**config.mk**
```make
export PLATFORM = sky130hd
export DESIGN_NAME = heading_pd_autopilot_core
export DESIGN_NICKNAME = d
export VERILOG_FILES = /design/src/sv/hpa_pkg.sv /design/src/sv/heading_pd_autopilot_core.sv /design/src/sv/hpa_front.sv /design/src/sv/hpa_queue.sv /design/src/sv/hpa_back.sv
export SDC_FILE = /design/constraint.sdc
export NUM_CORES = 2
export LEC_CHECK = 0
export ABC_AREA = 0
export BUFFER_PORTS_ARGS = -buffer_cell sky130_fd_sc_hd__buf_2
export CAP_MARGIN = 5
export CORE_MARGIN = 2
export CORE_UTILIZATION = 27
export DETAILED_ROUTE_END_ITERATION = 8
export PLACE_DENSITY = 0.48
export SETUP_SLACK_MARGIN = 0.05
export SLEW_MARGIN = 20
export SYNTH_ARGS = -nofsm -noshare
export SYNTH_HDL_FRONTEND = slang
export SYNTH_SLANG_ARGS = --single-unit
```
**constraint.sdc**
```tcl
create_clock -name aclk -period 20 [get_ports aclk]
set_input_delay 4 -clock aclk [delete_from_list [all_inputs] [get_ports aclk]]
set_output_delay 4 -clock aclk [all_outputs]
set_load 0.02 [all_outputs]
```
**src/sv/hpa_pkg.sv**
```systemverilog
package hpa_pkg;

    // field widths
    localparam int HEADING_W   = 12;
    localparam int CURRENT_W   = 10;
    localparam int TIME_W      = 32;
    localparam int DEADBAND_W  = 8;
    localparam int GAIN_W      = 24;
    localparam int ERR_W       = 13;
    localparam int DERR_W      = 14;
    localparam int CMD_W       = 8;
    localparam int ADDR_W      = 5;
    localparam int DATA_W      = 32;

    // derivative numerator: gain times |error change| times 1000
    localparam int SCALED_W    = 23;
    localparam int DERIV_NUM_W = 47;
    localparam int PROD_W      = 38;
    localparam int TOTAL_W     = 49;

    // control constants
    localparam int WRAP_LIMIT  = 1800;
    localparam int FULL_TURN   = 3600;
    localparam int MS_PER_S    = 1000;
    localparam int CMD_MAX     = 100;
    // 101 * 2560: smallest magnitude that saturates the command
    localparam int SAT_LIMIT   = 258560;
    // x * 205 >> 10 equals x / 5 for the narrow values used here
    localparam int RECIP5      = 205;
    localparam int DEADBAND_SCALE = 10;

    localparam int QUEUE_DEPTH = 2;

    // mode request codes
    localparam logic [1:0] MODE_KEEP    = 2'd0;
    localparam logic [1:0] MODE_ENGAGE  = 2'd1;
    localparam logic [1:0] MODE_STANDBY = 2'd2;

    // register indexes
    localparam logic [2:0] REG_BEARING   = 3'd0;
    localparam logic [2:0] REG_DEADBAND  = 3'd1;
    localparam logic [2:0] REG_PROP_GAIN = 3'd2;
    localparam logic [2:0] REG_DERIV_GAIN = 3'd3;
    localparam logic [2:0] REG_THRESHOLD = 3'd4;

    // register reset values
    localparam logic [HEADING_W-1:0]  RST_BEARING   = 12'd0;
    localparam logic [DEADBAND_W-1:0] RST_DEADBAND  = 8'd10;
    localparam logic [GAIN_W-1:0]     RST_PROP_GAIN = 24'd256000;
    localparam logic [GAIN_W-1:0]     RST_DERIV_GAIN = 24'd0;
    localparam logic [CURRENT_W-1:0]  RST_THRESHOLD = 10'd159;

    typedef struct packed {
        logic [HEADING_W-1:0] heading_now;
        logic [CURRENT_W-1:0] current_code;
        logic [TIME_W-1:0]    time_ms;
        logic [1:0]           mode_request;
        logic                 driver_ready;
    } in_t;

    typedef struct packed {
        logic                    command_valid;
        logic signed [CMD_W-1:0] tiller_command;
        logic                    overload;
        logic                    autopilot_on;
    } out_t;

    typedef struct packed {
        logic [HEADING_W-1:0]  target_bearing;
        logic [DEADBAND_W-1:0] deadband_degrees;
        logic [GAIN_W-1:0]     prop_gain;
        logic [GAIN_W-1:0]     deriv_gain;
        logic [CURRENT_W-1:0]  overload_threshold;
    } cfg_t;

    // what the back end has to do with a pass
    typedef enum logic [1:0] {
        KIND_NONE = 2'd0,
        KIND_ZERO = 2'd1,
        KIND_PD   = 2'd2
    } kind_t;

    typedef struct packed {
        kind_t                    kind;
        logic                     overload;
        logic                     autopilot_on;
        logic signed [ERR_W-1:0]  err;
        logic signed [DERR_W-1:0] derr;
        logic [TIME_W-1:0]        dt;
    } task_t;

endpackage

```
**src/sv/heading_pd_autopilot_core.sv**
```systemverilog
// a word with no computed command goes from the queue to the output register once the
//   back end is idle and the output free; a computed command runs MUL1, MUL2, DIV, SUM,
//   ABS and DONE, the 47-step bit-serial divider being skipped when no time has elapsed
// throughput: other words one per cycle while the output is free; none during a command
// reset: synchronous, active low; standby mode, last error and time cleared,
//   registers to defaults, queue and output empty
module heading_pd_autopilot_core #(
    parameter int QUEUE_DEPTH = hpa_pkg::QUEUE_DEPTH
) (
    input  logic                          aclk,
    input  logic                          aresetn,
    input  logic                          s_valid,
    output logic                          s_ready,
    input  hpa_pkg::in_t                  s_word,
    output logic                          m_valid,
    input  logic                          m_ready,
    output hpa_pkg::out_t                 m_word,
    input  logic                          psel,
    input  logic                          penable,
    input  logic                          pwrite,
    input  logic [hpa_pkg::ADDR_W-1:0]    paddr,
    input  logic [hpa_pkg::DATA_W-1:0]    pwdata,
    output logic [hpa_pkg::DATA_W-1:0]    prdata,
    output logic                          pready
);

    hpa_pkg::cfg_t   cfg_reg, cfg_next;
    logic            cfg_wr;
    logic [2:0]      reg_idx;
    logic            q_full;
    logic            q_push;
    hpa_pkg::task_t  q_task;
    logic            q_pop;
    logic            q_valid;
    hpa_pkg::task_t  q_head;

    assign pready  = 1'b1;
    assign cfg_wr  = psel && penable && pwrite && pready;
    assign reg_idx = paddr[4:2];

    // register writes
    always_comb begin
        cfg_next = cfg_reg;
        if (cfg_wr) begin
            case (reg_idx)
                hpa_pkg::REG_BEARING:    cfg_next.target_bearing     = pwdata[11:0];
                hpa_pkg::REG_DEADBAND:   cfg_next.deadband_degrees   = pwdata[7:0];
                hpa_pkg::REG_PROP_GAIN:  cfg_next.prop_gain          = pwdata[23:0];
                hpa_pkg::REG_DERIV_GAIN: cfg_next.deriv_gain         = pwdata[23:0];
                hpa_pkg::REG_THRESHOLD:  cfg_next.overload_threshold = pwdata[9:0];
                default:                 cfg_next = cfg_reg;
            endcase
        end
    end

    always_ff @(posedge aclk) begin
        if (!aresetn) begin
            cfg_reg <= '{target_bearing: hpa_pkg::RST_BEARING,
                         deadband_degrees: hpa_pkg::RST_DEADBAND,
                         prop_gain: hpa_pkg::RST_PROP_GAIN,
                         deriv_gain: hpa_pkg::RST_DERIV_GAIN,
                         overload_threshold: hpa_pkg::RST_THRESHOLD};
        end else begin
            cfg_reg <= cfg_next;
        end
    end

    // register reads
    always_comb begin
        case (reg_idx)
            hpa_pkg::REG_BEARING:    prdata = 32'(cfg_reg.target_bearing);
            hpa_pkg::REG_DEADBAND:   prdata = 32'(cfg_reg.deadband_degrees);
            hpa_pkg::REG_PROP_GAIN:  prdata = 32'(cfg_reg.prop_gain);
            hpa_pkg::REG_DERIV_GAIN: prdata = 32'(cfg_reg.deriv_gain);
            hpa_pkg::REG_THRESHOLD:  prdata = 32'(cfg_reg.overload_threshold);
            default:                 prdata = '0;
        endcase
    end

    hpa_front u_front (
        .aclk    (aclk),
        .aresetn (aresetn),
        .s_valid (s_valid),
        .s_ready (s_ready),
        .s_word  (s_word),
        .cfg     (cfg_reg),
        .q_full  (q_full),
        .q_push  (q_push),
        .q_task  (q_task)
    );

    hpa_queue #(
        .DEPTH (QUEUE_DEPTH)
    ) u_queue (
        .aclk       (aclk),
        .aresetn    (aresetn),
        .push       (q_push),
        .push_task  (q_task),
        .full       (q_full),
        .pop        (q_pop),
        .task_valid (q_valid),
        .task_out   (q_head)
    );

    hpa_back u_back (
        .aclk       (aclk),
        .aresetn    (aresetn),
        .task_valid (q_valid),
        .task_in    (q_head),
        .task_pop   (q_pop),
        .cfg        (cfg_reg),
        .m_valid    (m_valid),
        .m_ready    (m_ready),
        .m_word     (m_word)
    );

    // command stays within the saturation limits
    a_cmd_range: assert property (@(posedge aclk) disable iff (!aresetn)
        m_valid |-> (m_word.tiller_command <= 8'sd100) && (m_word.tiller_command >= -8'sd100))
        else $error("tiller command out of range");

    // a word without command_valid carries a zero drive value
    a_idle_zero: assert property (@(posedge aclk) disable iff (!aresetn)
        m_valid && !m_word.command_valid |-> m_word.tiller_command == '0)
        else $error("non-zero command without command_valid");

    // an overload always issues a zero command and forces standby
    a_overload: assert property (@(posedge aclk) disable iff (!aresetn)
        m_valid && m_word.overload |->
            m_word.command_valid && !m_word.autopilot_on && m_word.tiller_command == '0)
        else $error("overload word inconsistent");

    // queue is never written while full
    a_queue: assert property (@(posedge aclk) disable iff (!aresetn)
        q_full |-> !q_push)
        else $error("queue overrun");

endmodule

```
**src/sv/hpa_front.sv**
```systemverilog
module hpa_front (
    input  logic            aclk,
    input  logic            aresetn,
    input  logic            s_valid,
    output logic            s_ready,
    input  hpa_pkg::in_t    s_word,
    input  hpa_pkg::cfg_t   cfg,
    input  logic            q_full,
    output logic            q_push,
    output hpa_pkg::task_t  q_task
);

    localparam logic signed [hpa_pkg::ERR_W-1:0] TURN =
        hpa_pkg::ERR_W'(hpa_pkg::FULL_TURN);

    logic                                  mode_reg, mode_next;
    logic signed [hpa_pkg::ERR_W-1:0]      last_err_reg, last_err_next;
    logic [hpa_pkg::TIME_W-1:0]            last_time_reg, last_time_next;

    logic                                  mode_req_v;
    logic                                  over;
    logic                                  mode_after;
    logic                                  run;
    logic signed [hpa_pkg::ERR_W-1:0]      err_raw;
    logic signed [hpa_pkg::ERR_W-1:0]      err_neg;
    logic [hpa_pkg::HEADING_W-1:0]         err_mag;
    logic [10:0]                           half;
    logic                                  inband;
    logic                                  wide;
    logic signed [hpa_pkg::ERR_W-1:0]      err_w;
    logic signed [hpa_pkg::DERR_W-1:0]     derr;
    logic [hpa_pkg::TIME_W-1:0]            dt;
    hpa_pkg::kind_t                        kind;

    assign s_ready = !q_full;
    assign q_push  = s_valid && s_ready;

    // mode request
    always_comb begin
        case (s_word.mode_request)
            hpa_pkg::MODE_ENGAGE:  mode_req_v = 1'b1;
            hpa_pkg::MODE_STANDBY: mode_req_v = 1'b0;
            default:               mode_req_v = mode_reg;
        endcase
    end

    // overload trip forces standby
    assign over       = s_word.current_code > cfg.overload_threshold;
    assign mode_after = over ? 1'b0 : mode_req_v;
    assign run        = mode_after && s_word.driver_ready;

    // heading error and deadband
    assign err_raw = $signed({1'b0, s_word.heading_now}) - $signed({1'b0, cfg.target_bearing});
    assign err_neg = -err_raw;
    assign err_mag = err_raw[hpa_pkg::ERR_W-1] ? err_neg[hpa_pkg::HEADING_W-1:0]
                                               : err_raw[hpa_pkg::HEADING_W-1:0];
    assign half    = 11'(cfg.deadband_degrees[7:1]) * 11'(hpa_pkg::DEADBAND_SCALE);
    assign inband  = err_mag < 12'(half);
    assign wide    = err_mag > 12'(hpa_pkg::WRAP_LIMIT);

    // wrap past half a turn
    always_comb begin
        if (!wide) begin
            err_w = err_raw;
        end else if (cfg.target_bearing > s_word.heading_now) begin
            err_w = err_raw + TURN;
        end else begin
            err_w = err_raw - TURN;
        end
    end

    assign derr = {err_w[hpa_pkg::ERR_W-1], err_w}
                - {last_err_reg[hpa_pkg::ERR_W-1], last_err_reg};
    assign dt   = s_word.time_ms - last_time_reg;

    // classify the pass
    always_comb begin
        if (run && !inband) begin
            kind = hpa_pkg::KIND_PD;
        end else if (run || over) begin
            kind = hpa_pkg::KIND_ZERO;
        end else begin
            kind = hpa_pkg::KIND_NONE;
        end
    end

    assign q_task = '{kind: kind, overload: over, autopilot_on: mode_after,
                      err: err_w, derr: derr, dt: dt};

    // loop state update
    always_comb begin
        mode_next      = mode_reg;
        last_err_next  = last_err_reg;
        last_time_next = last_time_reg;
        if (q_push) begin
            mode_next = mode_after;
            if (kind == hpa_pkg::KIND_PD) begin
                last_err_next  = err_w;
                last_time_next = s_word.time_ms;
            end
        end
    end

    always_ff @(posedge aclk) begin
        if (!aresetn) begin
            mode_reg      <= 1'b0;
            last_err_reg  <= '0;
            last_time_reg <= '0;
        end else begin
            mode_reg      <= mode_next;
            last_err_reg  <= last_err_next;
            last_time_reg <= last_time_next;
        end
    end

endmodule

```
**src/sv/hpa_queue.sv**
```systemverilog
module hpa_queue #(
    parameter int DEPTH = hpa_pkg::QUEUE_DEPTH
) (
    input  logic            aclk,
    input  logic            aresetn,
    input  logic            push,
    input  hpa_pkg::task_t  push_task,
    output logic            full,
    input  logic            pop,
    output logic            task_valid,
    output hpa_pkg::task_t  task_out
);

    localparam int PTR_W = (DEPTH > 1) ? $clog2(DEPTH) : 1;
    localparam int CNT_W = $clog2(DEPTH + 1);

    hpa_pkg::task_t      mem_reg [DEPTH];
    logic [PTR_W-1:0]    wr_ptr_reg, wr_ptr_next;
    logic [PTR_W-1:0]    rd_ptr_reg, rd_ptr_next;
    logic [CNT_W-1:0]    count_reg, count_next;

    assign full       = count_reg == CNT_W'(DEPTH);
    assign task_valid = count_reg != '0;
    assign task_out   = mem_reg[rd_ptr_reg];

    // pointers and fill count
    always_comb begin
        wr_ptr_next = wr_ptr_reg;
        rd_ptr_next = rd_ptr_reg;
        count_next  = count_reg;
        if (push) begin
            wr_ptr_next = (wr_ptr_reg == PTR_W'(DEPTH - 1)) ? '0 : wr_ptr_reg + 1'b1;
        end
        if (pop) begin
            rd_ptr_next = (rd_ptr_reg == PTR_W'(DEPTH - 1)) ? '0 : rd_ptr_reg + 1'b1;
        end
        if (push && !pop) begin
            count_next = count_reg + 1'b1;
        end else if (pop && !push) begin
            count_next = count_reg - 1'b1;
        end
    end

    always_ff @(posedge aclk) begin
        if (!aresetn) begin
            wr_ptr_reg <= '0;
            rd_ptr_reg <= '0;
            count_reg  <= '0;
        end else begin
            wr_ptr_reg <= wr_ptr_next;
            rd_ptr_reg <= rd_ptr_next;
            count_reg  <= count_next;
        end
    end

    // entry storage
    always_ff @(posedge aclk) begin
        if (push) begin
            mem_reg[wr_ptr_reg] <= push_task;
        end
    end

endmodule

```
**src/sv/hpa_back.sv**
```systemverilog
module hpa_back (
    input  logic            aclk,
    input  logic            aresetn,
    input  logic            task_valid,
    input  hpa_pkg::task_t  task_in,
    output logic            task_pop,
    input  hpa_pkg::cfg_t   cfg,
    output logic            m_valid,
    input  logic            m_ready,
    output hpa_pkg::out_t   m_word
);

    localparam int NUM_W = hpa_pkg::DERIV_NUM_W;
    localparam int CNT_W = $clog2(NUM_W);

    typedef enum logic [6:0] {
        ST_IDLE = 7'b0000001,
        ST_MUL1 = 7'b0000010,
        ST_MUL2 = 7'b0000100,
        ST_DIV  = 7'b0001000,
        ST_SUM  = 7'b0010000,
        ST_ABS  = 7'b0100000,
        ST_DONE = 7'b1000000
    } state_t;

    state_t                                 state_reg, state_next;
    logic signed [hpa_pkg::ERR_W-1:0]       err_reg, err_next;
    logic [hpa_pkg::DERR_W-1:0]             dmag_reg, dmag_next;
    logic                                   dneg_reg, dneg_next;
    logic [hpa_pkg::TIME_W-1:0]             dt_reg, dt_next;
    logic                                   ap_reg, ap_next;
    logic signed [hpa_pkg::PROD_W-1:0]      prod_reg, prod_next;
    logic [hpa_pkg::SCALED_W-1:0]           scaled_reg, scaled_next;
    logic [NUM_W-1:0]                       num_reg, num_next;
    logic [hpa_pkg::TIME_W-1:0]             rem_reg, rem_next;
    logic [CNT_W-1:0]                       cnt_reg, cnt_next;
    logic signed [hpa_pkg::TOTAL_W-1:0]     total_reg, total_next;
    logic [hpa_pkg::TOTAL_W-2:0]            mag_reg, mag_next;
    logic                                   neg_reg, neg_next;
    logic                                   m_valid_reg, m_valid_next;
    hpa_pkg::out_t                          m_word_reg, m_word_next;

    logic                                   out_free;
    logic signed [hpa_pkg::DERR_W-1:0]      derr_neg;
    logic [hpa_pkg::TIME_W:0]               rem_sh;
    logic [hpa_pkg::TIME_W:0]               rem_diff;
    logic                                   q_bit;
    logic signed [hpa_pkg::TOTAL_W-1:0]     deriv;
    logic signed [hpa_pkg::TOTAL_W-1:0]     total_neg;
    logic                                   sat;
    logic [16:0]                            recip;
    logic [6:0]                             cmd_mag;
    logic [hpa_pkg::CMD_W-1:0]              cmd_pos;
    logic [hpa_pkg::CMD_W-1:0]              cmd;

    assign out_free = !m_valid_reg || m_ready;
    assign derr_neg = -task_in.derr;

    // one restoring divide step
    assign rem_sh   = {rem_reg, num_reg[NUM_W-1]};
    assign rem_diff = rem_sh - {1'b0, dt_reg};
    assign q_bit    = rem_sh >= {1'b0, dt_reg};

    // sum of proportional and derivative terms
    assign deriv     = $signed({2'b00, num_reg});
    assign total_neg = -total_reg;

    // divide by 2560 and saturate
    assign sat     = mag_reg >= (hpa_pkg::TOTAL_W-1)'(hpa_pkg::SAT_LIMIT);
    assign recip   = 17'(mag_reg[17:9]) * 17'(hpa_pkg::RECIP5);
    assign cmd_mag = sat ? 7'(hpa_pkg::CMD_MAX) : recip[16:10];
    assign cmd_pos = {1'b0, cmd_mag};
    assign cmd     = neg_reg ? -cmd_pos : cmd_pos;

    always_comb begin
        state_next   = state_reg;
        err_next     = err_reg;
        dmag_next    = dmag_reg;
        dneg_next    = dneg_reg;
        dt_next      = dt_reg;
        ap_next      = ap_reg;
        prod_next    = prod_reg;
        scaled_next  = scaled_reg;
        num_next     = num_reg;
        rem_next     = rem_reg;
        cnt_next     = cnt_reg;
        total_next   = total_reg;
        mag_next     = mag_reg;
        neg_next     = neg_reg;
        m_valid_next = m_valid_reg && !m_ready;
        m_word_next  = m_word_reg;
        task_pop     = 1'b0;

        case (state_reg)
            // take the next word from the queue
            ST_IDLE: begin
                if (task_valid) begin
                    if (task_in.kind == hpa_pkg::KIND_PD) begin
                        task_pop   = 1'b1;
                        err_next   = task_in.err;
                        dneg_next  = task_in.derr[hpa_pkg::DERR_W-1];
                        dmag_next  = task_in.derr[hpa_pkg::DERR_W-1] ? derr_neg : task_in.derr;
                        dt_next    = task_in.dt;
                        ap_next    = task_in.autopilot_on;
                        state_next = ST_MUL1;
                    end else if (out_free) begin
                        task_pop     = 1'b1;
                        m_valid_next = 1'b1;
                        m_word_next  = '{command_valid: task_in.kind == hpa_pkg::KIND_ZERO,
                                         tiller_command: '0,
                                         overload: task_in.overload,
                                         autopilot_on: task_in.autopilot_on};
                    end
                end
            end
            // proportional product and error change in per-second units
            ST_MUL1: begin
                prod_next   = hpa_pkg::PROD_W'($signed({1'b0, cfg.prop_gain}))
                            * hpa_pkg::PROD_W'(err_reg);
                scaled_next = hpa_pkg::SCALED_W'(dmag_reg)
                            * hpa_pkg::SCALED_W'(hpa_pkg::MS_PER_S);
                state_next  = ST_MUL2;
            end
            // derivative numerator, skip the divide on zero elapsed time
            ST_MUL2: begin
                rem_next = '0;
                cnt_next = '0;
                if (dt_reg == '0) begin
                    num_next   = '0;
                    state_next = ST_SUM;
                end else begin
                    num_next   = NUM_W'(cfg.deriv_gain) * NUM_W'(scaled_reg);
                    state_next = ST_DIV;
                end
            end
            // one quotient bit a cycle, shifted into the numerator register
            ST_DIV: begin
                rem_next = q_bit ? rem_diff[hpa_pkg::TIME_W-1:0] : rem_sh[hpa_pkg::TIME_W-1:0];
                num_next = {num_reg[NUM_W-2:0], q_bit};
                cnt_next = cnt_reg + 1'b1;
                if (cnt_reg == CNT_W'(NUM_W - 1)) begin
                    state_next = ST_SUM;
                end
            end
            ST_SUM: begin
                total_next = hpa_pkg::TOTAL_W'(prod_reg) + (dneg_reg ? -deriv : deriv);
                state_next = ST_ABS;
            end
            ST_ABS: begin
                neg_next   = total_reg[hpa_pkg::TOTAL_W-1];
                mag_next   = total_reg[hpa_pkg::TOTAL_W-1] ? total_neg[hpa_pkg::TOTAL_W-2:0]
                                                           : total_reg[hpa_pkg::TOTAL_W-2:0];
                state_next = ST_DONE;
            end
            // hand the command to the output register
            ST_DONE: begin
                if (out_free) begin
                    m_valid_next = 1'b1;
                    m_word_next  = '{command_valid: 1'b1, tiller_command: cmd,
                                     overload: 1'b0, autopilot_on: ap_reg};
                    state_next   = ST_IDLE;
                end
            end
            default: begin
                state_next = ST_IDLE;
            end
        endcase
    end

    always_ff @(posedge aclk) begin
        if (!aresetn) begin
            state_reg   <= ST_IDLE;
            m_valid_reg <= 1'b0;
        end else begin
            state_reg   <= state_next;
            m_valid_reg <= m_valid_next;
        end
    end

    // datapath registers
    always_ff @(posedge aclk) begin
        err_reg    <= err_next;
        dmag_reg   <= dmag_next;
        dneg_reg   <= dneg_next;
        dt_reg     <= dt_next;
        ap_reg     <= ap_next;
        prod_reg   <= prod_next;
        scaled_reg <= scaled_next;
        num_reg    <= num_next;
        rem_reg    <= rem_next;
        cnt_reg    <= cnt_next;
        total_reg  <= total_next;
        mag_reg    <= mag_next;
        neg_reg    <= neg_next;
        m_word_reg <= m_word_next;
    end

    assign m_valid = m_valid_reg;
    assign m_word  = m_word_reg;

endmodule

```
# Word-level counts from Yosys, hierarchy flattened
# Memories as Yosys holds them, arrays and structs flattened. A register that Yosys moved wholly into a read port is not among the register bits.
# Index checks and enable logic that the tools add are counted.
# op_classes
n_addsub	17
n_mul	5
magnitude_cmp	6
eq_ne	24
mux	45
reduce_logical	31
# op_table
op	count
24-bit case mux with 5 select lines	1
47-bit case mux with 2 select lines	1
32-bit case mux with 2 select lines	1
32-bit subtractor	2
38-bit by 49-bit adder with 49-bit output	1
49-bit two-way mux	1
47-bit negation with 49-bit output	1
7-bit case mux with 7 select lines	1
48-bit by 18-bit greater-or-equal comparator with 1-bit output, second input constant	1
48-bit two-way mux	1
48-bit negation	1
47-bit two-way mux	1
24-bit by 20-bit multiplier with 44-bit output	1
11-bit two-way mux	4
13-bit two-way mux	3
25-bit by 13-bit multiplier with 38-bit output	1
7-bit two-way mux	5
33-bit by 32-bit greater-or-equal comparator with 1-bit output	1
32-bit zero test	1
32-bit two-way mux	1
11-bit case mux with 2 select lines	1
14-bit by 7-bit multiplier with 20-bit output, second input constant	1
9-bit by 8-bit multiplier with 17-bit output, second input constant	1
1-bit two-way mux	15
other kinds (46)	80
# word_totals
reg_bits	449
ram_bits	126
in_bits	101
out_inout_bits	46
mem_count	1
# mem_list
name	words	word_bits	read_ports	rd_clocked_by_memory_dff	wr	line	source
u_queue.mem_reg	2	63	1	1	1	hpa_queue.sv:17	hpa_pkg::task_t mem_reg [DEPTH];

# Logic depth before layout (Yosys ltp)
# depth
ltp_word	9
ltp_mapped	27
ltp_nobuf	26

# Cells and area by module
# Synthesis repeated with hierarchy kept, for this count alone.
# unflattened
cells_unflattened	6201
area_unflattened_um2	60959.7
# modules_own_cells
module	n_inst	cells_per_inst	area_per_inst_um2	seq_area_each_um2
hpa_back	1	4732	46032.9	9288.9
hpa_front	1	848	6426.2	920.9
hpa_queue	1	218	4789.6	3883.7
heading_pd_autopilot_core	1	403	3711.1	1561.5

# Least setup slack after synthesis
# OpenSTA, ideal clock, no wires.
# synth_timing
path_kind	input-to-output
startpoint	input port paddr[3] (netlist bit)
endpoint	output port prdata[8] (netlist bit)
arrival_ns	5.852
path_slack_ns	10.148
path_stages	5
cell_sequence	clkbuf_1 -> clkbuf_1 -> buf_1 -> a31oi_1 -> o21ai_0
# synth_between
elab_chain_len	2
word_cells_on_any_way	6
cone_classes	eq/ne: 4; mux: 1; reduce/logical: 1
# synth_rtl
element	line	source
from (decl)	heading_pd_autopilot_core.sv:21	input logic [hpa_pkg::ADDR_W-1:0] paddr,
3-bit equality test, or another cell as far along	heading_pd_autopilot_core.sv:70	case (reg_idx)
24-bit case mux with 5 select lines (*)	heading_pd_autopilot_core.sv:70	
to (decl)	heading_pd_autopilot_core.sv:23	output logic [hpa_pkg::DATA_W-1:0] prdata,
# Mark *: on every way between the ends. The rest lies on a longest branch, timed or not.

# Worst setup path after layout
# layout_timing
startpoint	input port paddr[3] (netlist bit)
endpoint	output port prdata[17] (netlist bit)
# Same word-level chain as after synthesis.

==> flow_summary.yaml <==
place:
  hpwlAfterDp_mm: 131
  placed_cell_area_um2: 64700
  portBuffers: 127
  gp_congestion: 0.828
  dp.cells: 9165
synthesis:
  yosysUniqueCellTypes: 90
  syn_avg_cell_area_um2: 9.75
  synthTopCellsByArea: "fa_1 23%, edfxtp_1 21%, ha_1 11%"
  async_reset_ff_frac: 0
  synth_largest_area_cell: "fa_1"
  synth-edff-count: 430
  yosysWarnings: 0
  ys_seq_area_frac: 0.258
  postSynthCellCount: 6230
  yosys.area.top_type_share: 0.231
  synthFlopType: "edfxtp_1"
  syn_area_um2: 60800
  synth-seq-cells: 567
pwr:
  finalPower_uw: 6940
  vdd_drop_max_v: 0.000209
  powerDensity_nw_per_um2: 103
  leakagePower_uw: 0.0295
grt:
  grt_pass1_vias: 44400
  grt_start_max_net_pins: 97
  antenna_found_initial: 19
  track_usage: 0.146
  overflow: 0
  grt_pass1_wl_mm: 264
clocking:
  post_cts_resized: 0
  clockBufferDepth: 3
  tritoncts: "done"
  root_buffer: "clkbuf_16"
  htreeDepth: 3
  clock_latency_ns: 0.72
  cts_setup_buffers: 0
  cts_inserted_buffers: 72
  clock-sinks: 567
  cts_hold_buf: 0
  clkTransAtPathRegs_ns: 0.06
sta:
  final-max-slew-violation-count: 0
  period_share: 0.520
  hold_ws_ns: 0.480
  worstMarginPinSlew_ns: 1.13
  max_freq_ghz: 0.0961
  skew_ns: 0.0680
  hold_violations: 0
  slew_headroom: 0.247
  finalCriticalPeriod_ns: 10.41
  finalSetupTns_ns: 0
  rsz0062_at_grt: "false"
  setup_viol: 0
critical_path:
  cp_max_fo: 27
  crit_required_ns: 16.00
  worst_setup_path_start_kind: "input pin"
  end_kind: "primary output"
  critPathKind: "input pin to primary output"
  crit_arrival_ns: 6.41
drt:
  wl_per_cell_um: 18.0
  drt_iter0_drc: 2395
  via_per_inst: 4.64
  via_count: 43200
  drtPass1Iterations: 5
  routed_wl_mm: 168
  ant_nets: 0
  drc: 0
floorplan:
  die_x_um: 478
  start_util: 0.271
  dieArea_um2: 229000
  io_pins: 147
  num_rows: 174
  die-height_um: 478
  fp.coreArea_um2: 224000
job:
  drv_cap: 0
hold_path:
  hold_class: "flip-flop to flip-flop"
cells_and_area:
  fin_nets: 7599
  syn2layout_area_growth_pct: 10.6
  layout_commonest_cell: "inv_1"
  largest_reg_flops: 126
  layout_common_cells: "907 x inv_1, 738 x nand2_1, 701 x fa_1"
  final_cell_count_no_fill: 9310
  design_area_um2: 67200
  drive_above_1_share: 0.0668
status:
  status: "finished, final reports clean"
[synthesized netlist by cell type, types with 19 or more instances]
cell and count:
nor3_1 46, or3_1 21, xor2_1 76, edfxtp_1 430
o41ai_1 21, and2_1 371, a211oi_1 32, ha_1 548
inv_1 909, nand2b_1 65, mux2i_1 131, clkbuf_1 233
o21a_1 36, nor2_1 239, a21oi_1 209, xnor2_1 252
fa_1 701, and3_1 31, o21ai_0 198, a21boi_0 59
nor4_1 32, mux2_2 52, nand3_1 72, o31ai_1 45
o21bai_1 27, nor2b_1 87, o211ai_1 19, a21o_1 112
a31oi_1 32, nand2_1 738, dfxtp_1 137, nand4_1 36
[critical path: stages]
cell and delay (ns):
buf_2 0.61, nand2b_1 0.61, nor2_1 0.85, buf_2 0.30
[cell type report]
type | instances | area, um^2
repair buffers | 197 | 1190
fillers | 23500 | 157000
multi-input cells | 4499 | 40800
inverters | 912 | 3420
clock buffers | 84 | 1860
well taps | 2992 | 3740
clock inverters | 46 | 557
diodes | 13 | 32.5
flip-flops and latches | 567 | 15700
[routing by layer]
metal  global-route usage  share of wire  vias up
met5                    0              0        -
met4               0.0291          0.015        0
met3               0.0152          0.033      160
met2                0.241           0.47      721
met1                0.206           0.48    21800
li1                     -              -    20600
[worst paths after layout]
path,startpoint,to,slack (ns),cells after the start
setup / recovery,paddr[3],prdata[17],9.59,4
hold / removal,cfg_reg[28],cfg_reg[28],0.48,2
setup reg to reg,cfg_reg[13],u_back.num_reg[41],11.55,24
hold reg to reg,cfg_reg[28],cfg_reg[28],0.48,2
[per-stage QoR]
stage | worst slack (ns) | util
floorplan | 10.15 | -
global placement | 9.44 | 0.289
detailed placement | 9.40 | 0.289
CTS | 9.39 | 0.299
global route | 9.49 | 0.300
finish | 9.59 | 0.300
[power by group]
part / switching [uW] / internal [uW]
logic: 2380 / 1520
registers: 110 / 1590
clock network: 580 / 760
[kinds of logic after synthesis]
| kind of cell | share of synthesized area |
|---|---|
| mux | 0.0312 |
| fa+ha+maj | 0.344 |
| other cells | 0.000124 |
| compound gates | 0.101 |
| simple gates | 0.145 |
| flops | 0.258 |
| buf+inv | 0.0732 |
| xor+xnor | 0.0478 |
Note: power is estimated with default switching activity, not from simulation.
